<file path="config.mk">
export PLATFORM = sky130hd
export DESIGN_NAME = circle_point_generator
export DESIGN_NICKNAME = d
export VERILOG_FILES = /design/src/hdl/cpg_pkg.sv /design/src/hdl/cpg_front.sv /design/src/hdl/cpg_queue.sv /design/src/hdl/cpg_back.sv /design/src/hdl/circle_point_generator.sv
export SDC_FILE = /design/constraint.sdc
export NUM_CORES = 1
export LEC_CHECK = 0
export BUFFER_PORTS_ARGS = -buffer_cell sky130_fd_sc_hd__buf_2
export CAP_MARGIN = 20
export CORE_MARGIN = 3
export CORE_UTILIZATION = 45
export CTS_CLUSTER_SIZE = 16
export DETAILED_ROUTE_END_ITERATION = 7
export PLACE_DENSITY = 0.71
export SLEW_MARGIN = 20
export SYNTH_ARGS = -nofsm -noshare
export SYNTH_HDL_FRONTEND = slang
export SYNTH_SLANG_ARGS = --single-unit
</file>
<file path="constraint.sdc">
create_clock -name clk -period 7.6 [get_ports clk]
set_clock_uncertainty 0.05 [all_clocks]
set_input_delay 2.28 -clock clk [delete_from_list [all_inputs] [get_ports clk]]
set_output_delay 2.28 -clock clk [all_outputs]
set_load 0.01 [all_outputs]
</file>
<file path="src/hdl/cpg_pkg.sv">
// ---------------------------------------------------------------------------
// Circle point generator package
// Shared codes, field widths and the modulo-255 color helper.
// ---------------------------------------------------------------------------
`default_nettype none

package cpg_pkg;

    // Fixed widths of the result fields
    localparam int PIX_W   = 13;
    localparam int COLOR_W = 8;
    localparam int CFG_W   = 12;
    localparam int MOD_W   = 24;

    // Points per step word: two groups of eight octant points
    localparam int POINTS_PER_STEP = 16;
    localparam int POINT_CNT_W     = 4;

    // Image size after reset
    localparam logic [CFG_W-1:0] IMAGE_SIZE_RESET = 12'd1024;

    // Color limit
    localparam logic [COLOR_W-1:0] COLOR_MAX = 8'd255;

    typedef enum logic
    {
        CMD_START = 1'b0,
        CMD_STEP  = 1'b1
    } cpg_cmd_t;

    typedef enum logic
    {
        REG_IMAGE_WIDTH  = 1'b0,
        REG_IMAGE_HEIGHT = 1'b1
    } cpg_reg_t;

    // Remainder by 255 of an unsigned value: fold bytes, since 256 = 1 mod 255
    function automatic logic [COLOR_W-1:0] mod255(input logic [MOD_W-1:0] v);
        logic [9:0] s1;
        logic [8:0] s2;
        logic [8:0] s3;
        s1 = 10'(v[7:0]) + 10'(v[15:8]) + 10'(v[23:16]);
        s2 = 9'(s1[7:0]) + 9'(s1[9:8]);
        s3 = (s2 >= 9'd255) ? (s2 - 9'd255) : s2;
        return s3[COLOR_W-1:0];
    endfunction

endpackage

`default_nettype wire

</file>
<file path="src/hdl/cpg_front.sv">
// ---------------------------------------------------------------------------
// Circle point generator front end
// Accepts command words, holds the circle state and runs one midpoint
// update per step, handing the step job to the step queue.
// ---------------------------------------------------------------------------
`default_nettype none

module cpg_front
    import cpg_pkg::*;
#(
    parameter int COORD_BITS = 11,
    parameter int JOB_W      = 6 * COORD_BITS + 9
)
(
    input  wire logic                  clk,
    input  wire logic                  rst_n,
    input  wire logic                  in_valid,
    output logic                       in_stall,
    input  wire logic                  command,
    input  wire logic [COORD_BITS-1:0] center_x,
    input  wire logic [COORD_BITS-1:0] center_y,
    input  wire logic [COORD_BITS-1:0] radius,
    input  wire logic                  q_full,
    output logic                       q_push,
    output logic [JOB_W-1:0]           q_data
);

    localparam int OW = COORD_BITS + 2;   // octant coordinate, signed
    localparam int DW = COORD_BITS + 7;   // decision value, signed

    logic [COORD_BITS-1:0] center_col_reg;
    logic [COORD_BITS-1:0] center_row_reg;
    logic signed [OW-1:0]  ox_reg;
    logic signed [OW-1:0]  oy_reg;
    logic signed [DW-1:0]  dec_reg;
    logic                  active_reg;

    logic                  accept;
    logic                  is_start;
    logic signed [OW-1:0]  nx;
    logic signed [OW-1:0]  ny;
    logic signed [DW-1:0]  nd;
    logic signed [DW-1:0]  nx_ext;
    logic signed [DW-1:0]  ny_ext;
    logic signed [DW-1:0]  rad_ext;
    logic                  done;

    // Take a word whenever the queue has room
    assign in_stall = q_full;
    assign accept   = in_valid && !in_stall;
    assign is_start = (cpg_cmd_t'(command) == CMD_START);

    // Midpoint update of the running octant
    always_comb
    begin
        nx      = ox_reg + OW'(1);
        nx_ext  = DW'(nx);
        rad_ext = DW'({1'b0, radius});
        if (dec_reg > 0)
        begin
            ny     = oy_reg - OW'(1);
            ny_ext = DW'(ny);
            nd     = dec_reg + ((nx_ext - ny_ext) <<< 2) + DW'(10);
        end
        else
        begin
            ny     = oy_reg;
            ny_ext = DW'(ny);
            nd     = dec_reg + (nx_ext <<< 2) + DW'(6);
        end
        done = (ny < nx);
    end

    // Hand a step to the back end only while a circle runs
    assign q_push = accept && !is_start && active_reg;
    assign q_data = {center_col_reg, center_row_reg, ox_reg, oy_reg, nx, ny, done};

    // Circle state
    always_ff @(posedge clk or negedge rst_n)
    begin
        if (!rst_n)
        begin
            center_col_reg <= '0;
            center_row_reg <= '0;
            ox_reg         <= '0;
            oy_reg         <= '0;
            dec_reg        <= '0;
            active_reg     <= 1'b0;
        end
        else if (accept)
        begin
            if (is_start)
            begin
                center_col_reg <= center_x;
                center_row_reg <= center_y;
                ox_reg         <= '0;
                oy_reg         <= OW'({1'b0, radius});
                dec_reg        <= DW'(3) - (rad_ext <<< 1);
                active_reg     <= 1'b1;
            end
            else if (active_reg)
            begin
                ox_reg     <= nx;
                oy_reg     <= ny;
                dec_reg    <= nd;
                active_reg <= !done;
            end
        end
    end

endmodule

`default_nettype wire

</file>
<file path="src/hdl/cpg_queue.sv">
// ---------------------------------------------------------------------------
// Circle point generator step queue
// Two-entry queue of step jobs between the front and back ends.
// ---------------------------------------------------------------------------
`default_nettype none

module cpg_queue
    import cpg_pkg::*;
#(
    parameter int JOB_W = 75
)
(
    input  wire logic             clk,
    input  wire logic             rst_n,
    input  wire logic             push,
    input  wire logic [JOB_W-1:0] push_data,
    input  wire logic             pop,
    output logic                  full,
    output logic                  empty,
    output logic [JOB_W-1:0]      head
);

    logic [JOB_W-1:0] slot0_reg;
    logic [JOB_W-1:0] slot1_reg;
    logic [1:0]       count_reg;
    logic [1:0]       count_next;

    assign full  = (count_reg == 2'd2);
    assign empty = (count_reg == 2'd0);
    assign head  = slot0_reg;

    // Occupancy
    always_comb
    begin
        count_next = count_reg;
        if (push && !pop)
        begin
            count_next = count_reg + 2'd1;
        end
        else if (pop && !push)
        begin
            count_next = count_reg - 2'd1;
        end
    end

    always_ff @(posedge clk or negedge rst_n)
    begin
        if (!rst_n)
        begin
            count_reg <= 2'd0;
        end
        else
        begin
            count_reg <= count_next;
        end
    end

    // Shift toward the head on pop, fill the first free slot on push
    always_ff @(posedge clk)
    begin
        if (pop)
        begin
            slot0_reg <= slot1_reg;
            if (push)
            begin
                if (count_reg == 2'd1)
                begin
                    slot0_reg <= push_data;
                end
                else
                begin
                    slot1_reg <= push_data;
                end
            end
        end
        else if (push)
        begin
            if (count_reg == 2'd0)
            begin
                slot0_reg <= push_data;
            end
            else
            begin
                slot1_reg <= push_data;
            end
        end
    end

endmodule

`default_nettype wire

</file>
<file path="src/hdl/cpg_back.sv">
// ---------------------------------------------------------------------------
// Circle point generator back end
// Walks the sixteen symmetric points of a step job, one per cycle while the
// output is not stalled, and registers each point with its color and in-image flag.
// ---------------------------------------------------------------------------
`default_nettype none

module cpg_back
    import cpg_pkg::*;
#(
    parameter int COORD_BITS = 11,
    parameter int JOB_W      = 6 * COORD_BITS + 9
)
(
    input  wire logic                    clk,
    input  wire logic                    rst_n,
    input  wire logic                    q_valid,
    input  wire logic [JOB_W-1:0]        q_data,
    output logic                         q_pop,
    input  wire logic [CFG_W-1:0]        image_width,
    input  wire logic [CFG_W-1:0]        image_height,
    output logic                         out_valid,
    input  wire logic                    out_stall,
    output logic signed [PIX_W-1:0]      pixel_x,
    output logic signed [PIX_W-1:0]      pixel_y,
    output logic [COLOR_W-1:0]           red,
    output logic [COLOR_W-1:0]           green,
    output logic [COLOR_W-1:0]           blue,
    output logic                         in_image,
    output logic                         last,
    output logic                         done_res
);

    localparam int OW    = COORD_BITS + 2;
    localparam int SUM_W = (COORD_BITS + 3 > PIX_W) ? COORD_BITS + 3 : PIX_W;

    // Current job
    logic [JOB_W-1:0]       job_reg;
    logic                   job_valid_reg;
    logic [POINT_CNT_W-1:0] cnt_reg;

    logic [COORD_BITS-1:0]  j_cx;
    logic [COORD_BITS-1:0]  j_cy;
    logic signed [OW-1:0]   j_ox0;
    logic signed [OW-1:0]   j_oy0;
    logic signed [OW-1:0]   j_nx;
    logic signed [OW-1:0]   j_ny;
    logic                   j_done;

    logic                   advance;
    logic                   final_point;
    logic signed [OW-1:0]   ox;
    logic signed [OW-1:0]   oy;
    logic signed [OW-1:0]   da;
    logic signed [OW-1:0]   db;
    logic signed [SUM_W-1:0] cx_ext;
    logic signed [SUM_W-1:0] cy_ext;
    logic signed [SUM_W-1:0] px;
    logic signed [SUM_W-1:0] py;
    logic signed [SUM_W-1:0] w_ext;
    logic signed [SUM_W-1:0] h_ext;
    logic                   point_in;
    logic [OW-1:0]          ox_mag;
    logic [OW-1:0]          oy_mag;
    logic [COLOR_W-1:0]     ox_mod;
    logic [COLOR_W-1:0]     oy_mod;
    logic [COLOR_W-1:0]     red_c;
    logic [COLOR_W-1:0]     green_c;

    assign {j_cx, j_cy, j_ox0, j_oy0, j_nx, j_ny, j_done} = job_reg;

    // Advance one point when the output register is free or drains
    assign advance     = job_valid_reg && (!out_valid || !out_stall);
    assign final_point = (cnt_reg == POINT_CNT_W'(POINTS_PER_STEP - 1));
    assign q_pop       = q_valid && (!job_valid_reg || (advance && final_point));

    // Pick the octant point: group by the high bit, mirror by the low bits
    always_comb
    begin
        ox       = cnt_reg[3] ? j_nx : j_ox0;
        oy       = cnt_reg[3] ? j_ny : j_oy0;
        da       = cnt_reg[2] ? oy : ox;
        db       = cnt_reg[2] ? ox : oy;
        cx_ext   = SUM_W'({1'b0, j_cx});
        cy_ext   = SUM_W'({1'b0, j_cy});
        px       = cnt_reg[0] ? (cx_ext - SUM_W'(da)) : (cx_ext + SUM_W'(da));
        py       = cnt_reg[1] ? (cy_ext - SUM_W'(db)) : (cy_ext + SUM_W'(db));
        w_ext    = SUM_W'({1'b0, image_width});
        h_ext    = SUM_W'({1'b0, image_height});
        point_in = (px >= 0) && (py >= 0) && (px < w_ext) && (py < h_ext);
    end

    // Colors: signed remainder by 255, taken to eight bits
    always_comb
    begin
        ox_mag  = ox[OW-1] ? OW'(-ox) : OW'(ox);
        oy_mag  = oy[OW-1] ? OW'(-oy) : OW'(oy);
        ox_mod  = mod255(MOD_W'(ox_mag));
        oy_mod  = mod255(MOD_W'(oy_mag));
        red_c   = ox[OW-1] ? (COLOR_W'(0) - ox_mod) : ox_mod;
        green_c = oy[OW-1] ? (COLOR_W'(0) - oy_mod) : oy_mod;
    end

    // Job register and point counter
    always_ff @(posedge clk or negedge rst_n)
    begin
        if (!rst_n)
        begin
            job_valid_reg <= 1'b0;
            cnt_reg       <= '0;
        end
        else if (q_pop)
        begin
            job_valid_reg <= 1'b1;
            cnt_reg       <= '0;
        end
        else if (advance)
        begin
            cnt_reg <= cnt_reg + POINT_CNT_W'(1);
            if (final_point)
            begin
                job_valid_reg <= 1'b0;
            end
        end
    end

    always_ff @(posedge clk)
    begin
        if (q_pop)
        begin
            job_reg <= q_data;
        end
    end

    // Output word register
    always_ff @(posedge clk or negedge rst_n)
    begin
        if (!rst_n)
        begin
            out_valid <= 1'b0;
        end
        else if (advance)
        begin
            out_valid <= 1'b1;
        end
        else if (!out_stall)
        begin
            out_valid <= 1'b0;
        end
    end

    always_ff @(posedge clk)
    begin
        if (advance)
        begin
            pixel_x  <= px[PIX_W-1:0];
            pixel_y  <= py[PIX_W-1:0];
            red      <= red_c;
            green    <= green_c;
            blue     <= COLOR_MAX - red_c;
            in_image <= point_in;
            last     <= final_point;
            done_res <= j_done;
        end
    end

endmodule

`default_nettype wire

</file>
<file path="src/hdl/circle_point_generator.sv">
// Path: a step word goes through a queue slot and the job register; each point is then registered.
// Throughput: one point per cycle while the output is not stalled; a step word yields sixteen, so
// the rate of steps is set by the single-point back-end walker.
// Start words produce no output; a two-entry step queue decouples the two ends.
// Reset (rst_n low, asynchronous): no circle runs, queue and outputs empty, image size 1024.
// ---------------------------------------------------------------------------
// Circle point generator
// Midpoint circle rasterizer with an APB register port for the image size.
// ---------------------------------------------------------------------------
`default_nettype none

module circle_point_generator
    import cpg_pkg::*;
#(
    parameter int COORD_BITS = 11
)
(
    input  wire logic                  clk,
    input  wire logic                  rst_n,
    // APB register port
    input  wire logic                  psel,
    input  wire logic                  penable,
    input  wire logic                  pwrite,
    input  wire logic [2:0]            paddr,
    input  wire logic [31:0]           pwdata,
    output logic [31:0]                prdata,
    output logic                       pready,
    // Command channel
    input  wire logic                  in_valid,
    output logic                       in_stall,
    input  wire logic                  command,
    input  wire logic [COORD_BITS-1:0] center_x,
    input  wire logic [COORD_BITS-1:0] center_y,
    input  wire logic [COORD_BITS-1:0] radius,
    // Point channel
    output logic                       out_valid,
    input  wire logic                  out_stall,
    output logic signed [PIX_W-1:0]    pixel_x,
    output logic signed [PIX_W-1:0]    pixel_y,
    output logic [COLOR_W-1:0]         red,
    output logic [COLOR_W-1:0]         green,
    output logic [COLOR_W-1:0]         blue,
    output logic                       in_image,
    output logic                       last,
    output logic                       done_res
);

    localparam int JOB_W = 2 * COORD_BITS + 4 * (COORD_BITS + 2) + 1;

    logic [CFG_W-1:0] image_width_reg;
    logic [CFG_W-1:0] image_height_reg;
    logic             cfg_write;

    logic             q_push;
    logic             q_pop;
    logic             q_full;
    logic             q_empty;
    logic [JOB_W-1:0] q_push_data;
    logic [JOB_W-1:0] q_head;

    // Register port
    assign pready    = 1'b1;
    assign cfg_write = psel && penable && pwrite && pready;

    always_ff @(posedge clk or negedge rst_n)
    begin
        if (!rst_n)
        begin
            image_width_reg  <= IMAGE_SIZE_RESET;
            image_height_reg <= IMAGE_SIZE_RESET;
        end
        else if (cfg_write)
        begin
            case (cpg_reg_t'(paddr[2]))
                REG_IMAGE_WIDTH:  image_width_reg  <= pwdata[CFG_W-1:0];
                REG_IMAGE_HEIGHT: image_height_reg <= pwdata[CFG_W-1:0];
                default:          image_width_reg  <= image_width_reg;
            endcase
        end
    end

    always_comb
    begin
        case (cpg_reg_t'(paddr[2]))
            REG_IMAGE_WIDTH:  prdata = 32'(image_width_reg);
            REG_IMAGE_HEIGHT: prdata = 32'(image_height_reg);
            default:          prdata = '0;
        endcase
    end

    cpg_front #(
        .COORD_BITS (COORD_BITS),
        .JOB_W      (JOB_W)
    ) u_front (
        .clk      (clk),
        .rst_n    (rst_n),
        .in_valid (in_valid),
        .in_stall (in_stall),
        .command  (command),
        .center_x (center_x),
        .center_y (center_y),
        .radius   (radius),
        .q_full   (q_full),
        .q_push   (q_push),
        .q_data   (q_push_data)
    );

    cpg_queue #(
        .JOB_W (JOB_W)
    ) u_queue (
        .clk       (clk),
        .rst_n     (rst_n),
        .push      (q_push),
        .push_data (q_push_data),
        .pop       (q_pop),
        .full      (q_full),
        .empty     (q_empty),
        .head      (q_head)
    );

    cpg_back #(
        .COORD_BITS (COORD_BITS),
        .JOB_W      (JOB_W)
    ) u_back (
        .clk          (clk),
        .rst_n        (rst_n),
        .q_valid      (!q_empty),
        .q_data       (q_head),
        .q_pop        (q_pop),
        .image_width  (image_width_reg),
        .image_height (image_height_reg),
        .out_valid    (out_valid),
        .out_stall    (out_stall),
        .pixel_x      (pixel_x),
        .pixel_y      (pixel_y),
        .red          (red),
        .green        (green),
        .blue         (blue),
        .in_image     (in_image),
        .last         (last),
        .done_res     (done_res)
    );

    // Never push a step into a full queue
    assert property (@(posedge clk) disable iff (!rst_n) q_push |-> !q_full)
        else $error("step pushed into full queue");

    // Never pop an empty queue
    assert property (@(posedge clk) disable iff (!rst_n) q_pop |-> !q_empty)
        else $error("step popped from empty queue");

    // Blue is always the complement of red
    assert property (@(posedge clk) disable iff (!rst_n)
        out_valid |-> (blue == (COLOR_MAX - red)))
        else $error("blue does not match red");

endmodule

`default_nettype wire

</file>
**Word-level counts from Yosys, hierarchy flattened**

Cells that the tools add are included.
Widths: inputs -> output; s select.

- Flip-flop bits (word level): 377
- Bits in latches: 0
- Bits in writable memories: 0
- Bits in read-only memories: 0
- Input bits: 76
- Output and inout bits: 88
- Logic and storage cells: 144
- Memories kept: 0

- Add/subtract/negate cells: 26
- $mul: 0
- Divide/modulo/power cells: 0
- $lt $le $gt $ge: 8
- Equality and inequality tests: 7
- Shift-type cells: 0
- Muxes and demuxes: 42
- Bitwise operators: 2
- Reduce and logical (&&, ||, !) cells: 36

Operators with widths:

| cell | number |
|---|---|
| $mux 75 | 10 |
| $mux 13 | 11 |
| $pmux 32 s2 | 1 |
| $mux 18 | 3 |
| $mux 8 | 4 |
| $add 12x13->14 | 2 |
| $ge 14x1->1 const B | 2 |
| $lt 14x13->1 | 2 |
| $mux 14 | 2 |
| $sub 12x13->14 | 2 |
| $neg 13->13 | 2 |
| $add 18x15->18 | 1 |
| $add 18x16->18 | 1 |
| $add 18x4->18 const B | 1 |
| $add 18x5->18 const B | 1 |
| $add 8x1->9 | 2 |
| $add 8x5->9 | 2 |
| $ge 9x8->1 const B | 2 |
| $gt 18x1->1 const B | 1 |
| $sub 1x8->8 const A | 2 |
| $sub 8x8->8 const B | 2 |
| $sub 13x13->14 | 1 |
| $add 13x2->13 const B | 1 |
| $logic_and 1x1->1 | 13 |
| 22 further kinds | 50 |

**Logic depth before layout (Yosys ltp)**

- Word-level depth: 10
- Gate-level depth with buffers: 30
- Mapped depth without buffers: 27

**Hierarchy**

From an unflattened synthesis, not the netlist that was laid out.

- Cell total of the unflattened synthesis: 1961
- Area, all modules: 22943.3 µm²

By module, submodules not included:

| module | instances | cells an instance | area an instance (µm²) | seq. area each (µm²) |
|---|---|---|---|---|
| cpg_back | 1 | 886 | 9422.8 | 3993.8 |
| cpg_front | 1 | 732 | 6304.8 | 1676.6 |
| cpg_queue | 1 | 254 | 5936.9 | 4554.4 |
| circle_point_generator | 1 | 89 | 1278.7 | 603.1 |

**Least setup slack after synthesis**

No wires, ideal clock.

- Path type: input port to flip-flop
- From: input port command
- To: register u_queue.slot1_reg[0] (enable)
- Library setup time: 620 ps
- Data arrival time: 8265 ps
- Data required time: 6930 ps
- Setup slack: -1336 ps
- Stages: 3
- Path buffers: 1
- Path through: clkbuf_1 -> nand3_1 -> a211oi_1

- Longest elaborated chain between the ends: 3

RTL lines:

| what | line | source |
|---|---|---|
| start, declared | circle_point_generator.sv:31 | `input wire logic command,` |
| $logic_and 1x1->1 (2 in series) | cpg_front.sv:75 | `assign q_push = accept && !is_start && active_reg;` |
| $reduce_and 3->1 (no line) | - |  |
| end signal, assigned | cpg_queue.sv:72 | `slot1_reg <= push_data;` |
| end signal, assigned | cpg_queue.sv:84 | `slot1_reg <= push_data;` |
| end, declared | cpg_queue.sv:24 | `logic [JOB_W-1:0] slot1_reg;` |

Every way passes these cells.
A chain may end at the register's enable or synchronous reset.

**Worst setup path after layout**

- From: register u_back.cnt_reg[3]
- To: register u_back.red[7] (data pin)

- Longest elaborated chain between the ends: 9
- Elaborated cells between the ends (all ways): 10
- Those cells by class: add/sub (5); order compare (1); mux (4)

RTL lines:

| what | line | source |
|---|---|---|
| start, declared | cpg_back.sv:40 | `logic [POINT_CNT_W-1:0] cnt_reg;` |
| start signal, assigned | cpg_back.sv:119 | `cnt_reg <= cnt_reg + POINT_CNT_W'(1);` |
| $mux 13 (*) | cpg_back.sv:80 | `ox = cnt_reg[3] ? j_nx : j_ox0;` |
| $neg 13->13 | cpg_back.sv:96 | `ox_mag = ox[OW-1] ? OW'(-ox) : OW'(ox);` |
| $mux 13 | cpg_back.sv:96 |  |
| $add 8x5->9 | cpg_pkg.sv:42 | `s1 = 10'(v[7:0]) + 10'(v[15:8]) + 10'(v[23:16]);` |
| $add 8x1->9 | cpg_pkg.sv:43 | `s2 = 9'(s1[7:0]) + 9'(s1[9:8]);` |
| $sub 8x8->8 / $ge 9x8->1 (equally long branches) | cpg_pkg.sv:44 | `s3 = (s2 >= 9'd255) ? (s2 - 9'd255) : s2;` |
| $mux 8 | cpg_pkg.sv:44 |  |
| $sub 1x8->8 | cpg_back.sv:100 | `red_c = ox[OW-1] ? (COLOR_W'(0) - ox_mod) : ox_mod;` |
| $mux 8 (*) | cpg_back.sv:100 |  |
| named net u_back.red_c[7] | cpg_back.sv:67 | `logic [COLOR_W-1:0] red_c;` |
| end signal, assigned | cpg_back.sv:158 | `red <= red_c;` |
| end, declared | cpg_back.sv:26 | `output logic [COLOR_W-1:0] red,` |

The timed path passes the listed nets; every way through them passes the cells marked *.

==> results.md <==
- Die Width: 226 um
- Fin crit period: 6780 ps
- Die Ht: 226 um
- Clock sink count: 377
- Wire per inst: around 17 um
- Post-synthesis simple-gate area fraction: 10.4%
- Drt first pass iters: 5
- Critical path's slowest cell: dfrtp_2
- Final WL: 47200 um
- Largest net degree at the start of global routing: 81
- Proportion of synthesized area in mux cells: between 7 and 8%
- Placed cell area: 0.0229 mm^2
- Main area contributors after synthesis: edfxtp_1 39%, dfrtp_1 11%, ha_1 9.1%, mux2_2 6.2%, xnor2_1 4.2%
- Post-CTS setup buffers: 0
- MaxCap Viol Count: 0
- Cell variety after synth: 78
- Delay of the slowest critical-path stage: 860 ps
- Initial antenna violation count: 1
- Reg2reg start: u_back.cnt_reg[3]
- Core area: 0.0471 mm^2
- H-tree depth: 2
- WS Path Type: flop to flop
- Post-Place Worst Slack: 919 ps
- Vias: 14.7k
- Port-buffer cells: 120
- Clock Latency Late Sink: 550 ps
- Share of the synthesized area in the top cell type: 38.5%
- Tot Pwr: around 0.012 W
- Cells along the critical path: or4b_1, o2bb2ai_2, o21ai_1, inv_1, o21ai_0, xor2_1, fa_1, a211oi_1, nor2_1, o21ai_0, nor3_1, ha_1, ha_1, nand2_1, nor3_1, and2_1, and4_1, o21bai_1, a211oi_1, or4_4, a221oi_4, a31oi_1, xor2_1
- Top_reg_cell synth: edfxtp_1
- Ys async rst share: 26.3%
- Yosys warns: 0
- Hold Path Origin: u_queue.head[35]
- Cell area after layout: 0.0243 mm^2
- Pwr Density: 515 mW/mm^2
- Critical Path End Type: flop
- Site row count: 79
- Max FO, Critical Path: 34
- Detailed-route DRC error count: 0
- Rel. slew slack: 34.4%
- CTS Hold Bufs: 0
- Clock Pin Slew Worst Setup and Hold Paths: 60 ps
- Hpwl dp: 34800 um
- Synth cell count leaders: 278 x edfxtp_1, 163 x nor2_1, 158 x ha_1
- Endpoints failing hold: 0
- Vias in the first global route: 14.5k
- Req. time, crit path: 7820 ps
- CTS tree: yes
- CP arrival: ~7000 ps
- Slew @ Worst Pin: 984 ps
- Leakage: roughly 10 nW
- Worst reg2reg endpoint: u_back.red[7]
- Starting Density: 46.1%
- Fin. max-slew vios: 0
- Share of cells above drive strength 1: about 17%
- Dominant cell by count in the synthesized netlist: edfxtp_1
- Reg2Reg Depth: 23
- Number of synthesized flops with an enable pin: 278
- Status: complete, no violations
- Setup TNS: 0 ps
- Syn Inst Count: 1931
- # setup viols final: 0
- Mapped Avg Cell Area: between 10 and 15 um^2
- GP Congestion: 0.902
- Area share of fa/ha/maj cells after synthesis: 9.76%
- Beginning of the critical path: u_back.cnt_reg[3]
- CTS resizes: 0
- Clock Tree Buf Depth: 3
- Post-synthesis register bit count: between 300 and 400
- P&R area growth vs syn: 11.9%
- Nets: 2298
- Synth Area in Compound Gates: a little over a tenth
- Total grt overflow: 0
- Hold Crit Class: flop to flop
- Max IR drop VDD: 0.511 mV
- CTS Buf Count: 40
- Critical path endpoint: u_back.red[7]
- Register area share after synthesis: 49.9%
- I/O pin total: 164
- Cell taking the most area after synthesis: edfxtp_1
- RSZ-0062 raised after global routing: no
- Routed Antenna Nets: 0
- R2R Setup Slk: 820 ps
- DIE AREA: 0.0509 mm^2
- Area of the mapped netlist: about 0.022 mm^2
- Largest family of logic cells by synthesized area: compound AO/OA/AOI/OAI gates
- First-pass GRT wire length: 76300 um
- Tcrit/Tclk final: 89.2%
- DRT iter0 DRCs: around 900
- Final WS setup: 821 ps
- Fmax: ~0.15 GHz
- Via density: 5.45
- Synth Area in XOR/XNOR: 7.51%
- CTS Root Cell: clkbuf_16
- CP Launch Type: flop
- Global-route usage over all layers: 18.5%
## area by class of cell
cell class                      count  area, um^2
Clock inverter                     24         265
Antenna cell                        1        2.50
Tap cell                          607         759
Sequential cell                   377       10800
Timing Repair Buffer              137         743
Inverter                          108         405
Multi-Input combinational cell   1393       10200
Fill cell                        4031       22800
Clock buffer                       50        1050
## metal layers
layer  global-route usage, %  vias to the layer above  wire length, um
met5                       0                        -                0
met3                    2.47                       75             2010
li1                        -                     7210                -
met2                    31.1                      337            22400
met1                    25.2                     7074            21500
met4                    5.31                        0             1280
## cells in the final DEF (no fill, tap or decap), drive strengths merged, types with 80 or more instances in the layout
master and count:
o21ai 127, inv 109, xor2 80, nor2 163, mux2 120, edfxtp 278
nand2 153, dfrtp 97, buf 137, xnor2 105, a21oi 101, ha 158
## metrics by stage
stage                     instances  utilization, %  hold slack, ps
after floorplan                1950               -             350
after global placement         2622            48.8             351
after detailed placement       2622            48.8             355
after CTS                      2696            51.6             352
after global routing           2697            51.6             364
final                          2697            51.6             361
## critical path: cells and delay by family (launching register included)
| kind | cells | cell delay (ps) |
|---|---|---|
| buffers and inverters | 1 | 70 |
| adders and majority gates | 3 | 1000 |
| DFF | 1 | 860 |
| AOI/OAI and AO/OA | 9 | 2330 |
| and+or+nand+nor | 8 | 1880 |
| xor gates and xnor gates | 2 | 310 |
## report_power, final
part           switching, W  total [W]  internal (W)
Clock              0.000824    0.00193       0.00110
Sequential         0.000341    0.00336       0.00302
Combinational       0.00412    0.00721       0.00308
## worst min path at each step
| stage | end | slack (ps) | cells after the start |
|---|---|---|---|
| after floorplan | u_back.done_res | 350 | 0 |
| after global placement | u_back.job_reg[53] | 350 | 0 |
| after detailed placement | u_back.job_reg[16] | 350 | 0 |
| after CTS | u_back.job_reg[35] | 350 | 0 |
| after global routing | u_back.job_reg[9] | 360 | 0 |
| final | u_back.job_reg[35] | 360 | 0 |
## cell families after synthesis
group                      count (synthesis)
buffers and inverters                    180
xor gates and xnor gates                 185
adders and majority gates                165
muxes                                    158
AOI/OAI and AO/OA                        377
DFF                                      377
other                                      2
and+or+nand+nor                          487
Note: power is estimated with default switching activity, not from simulation.
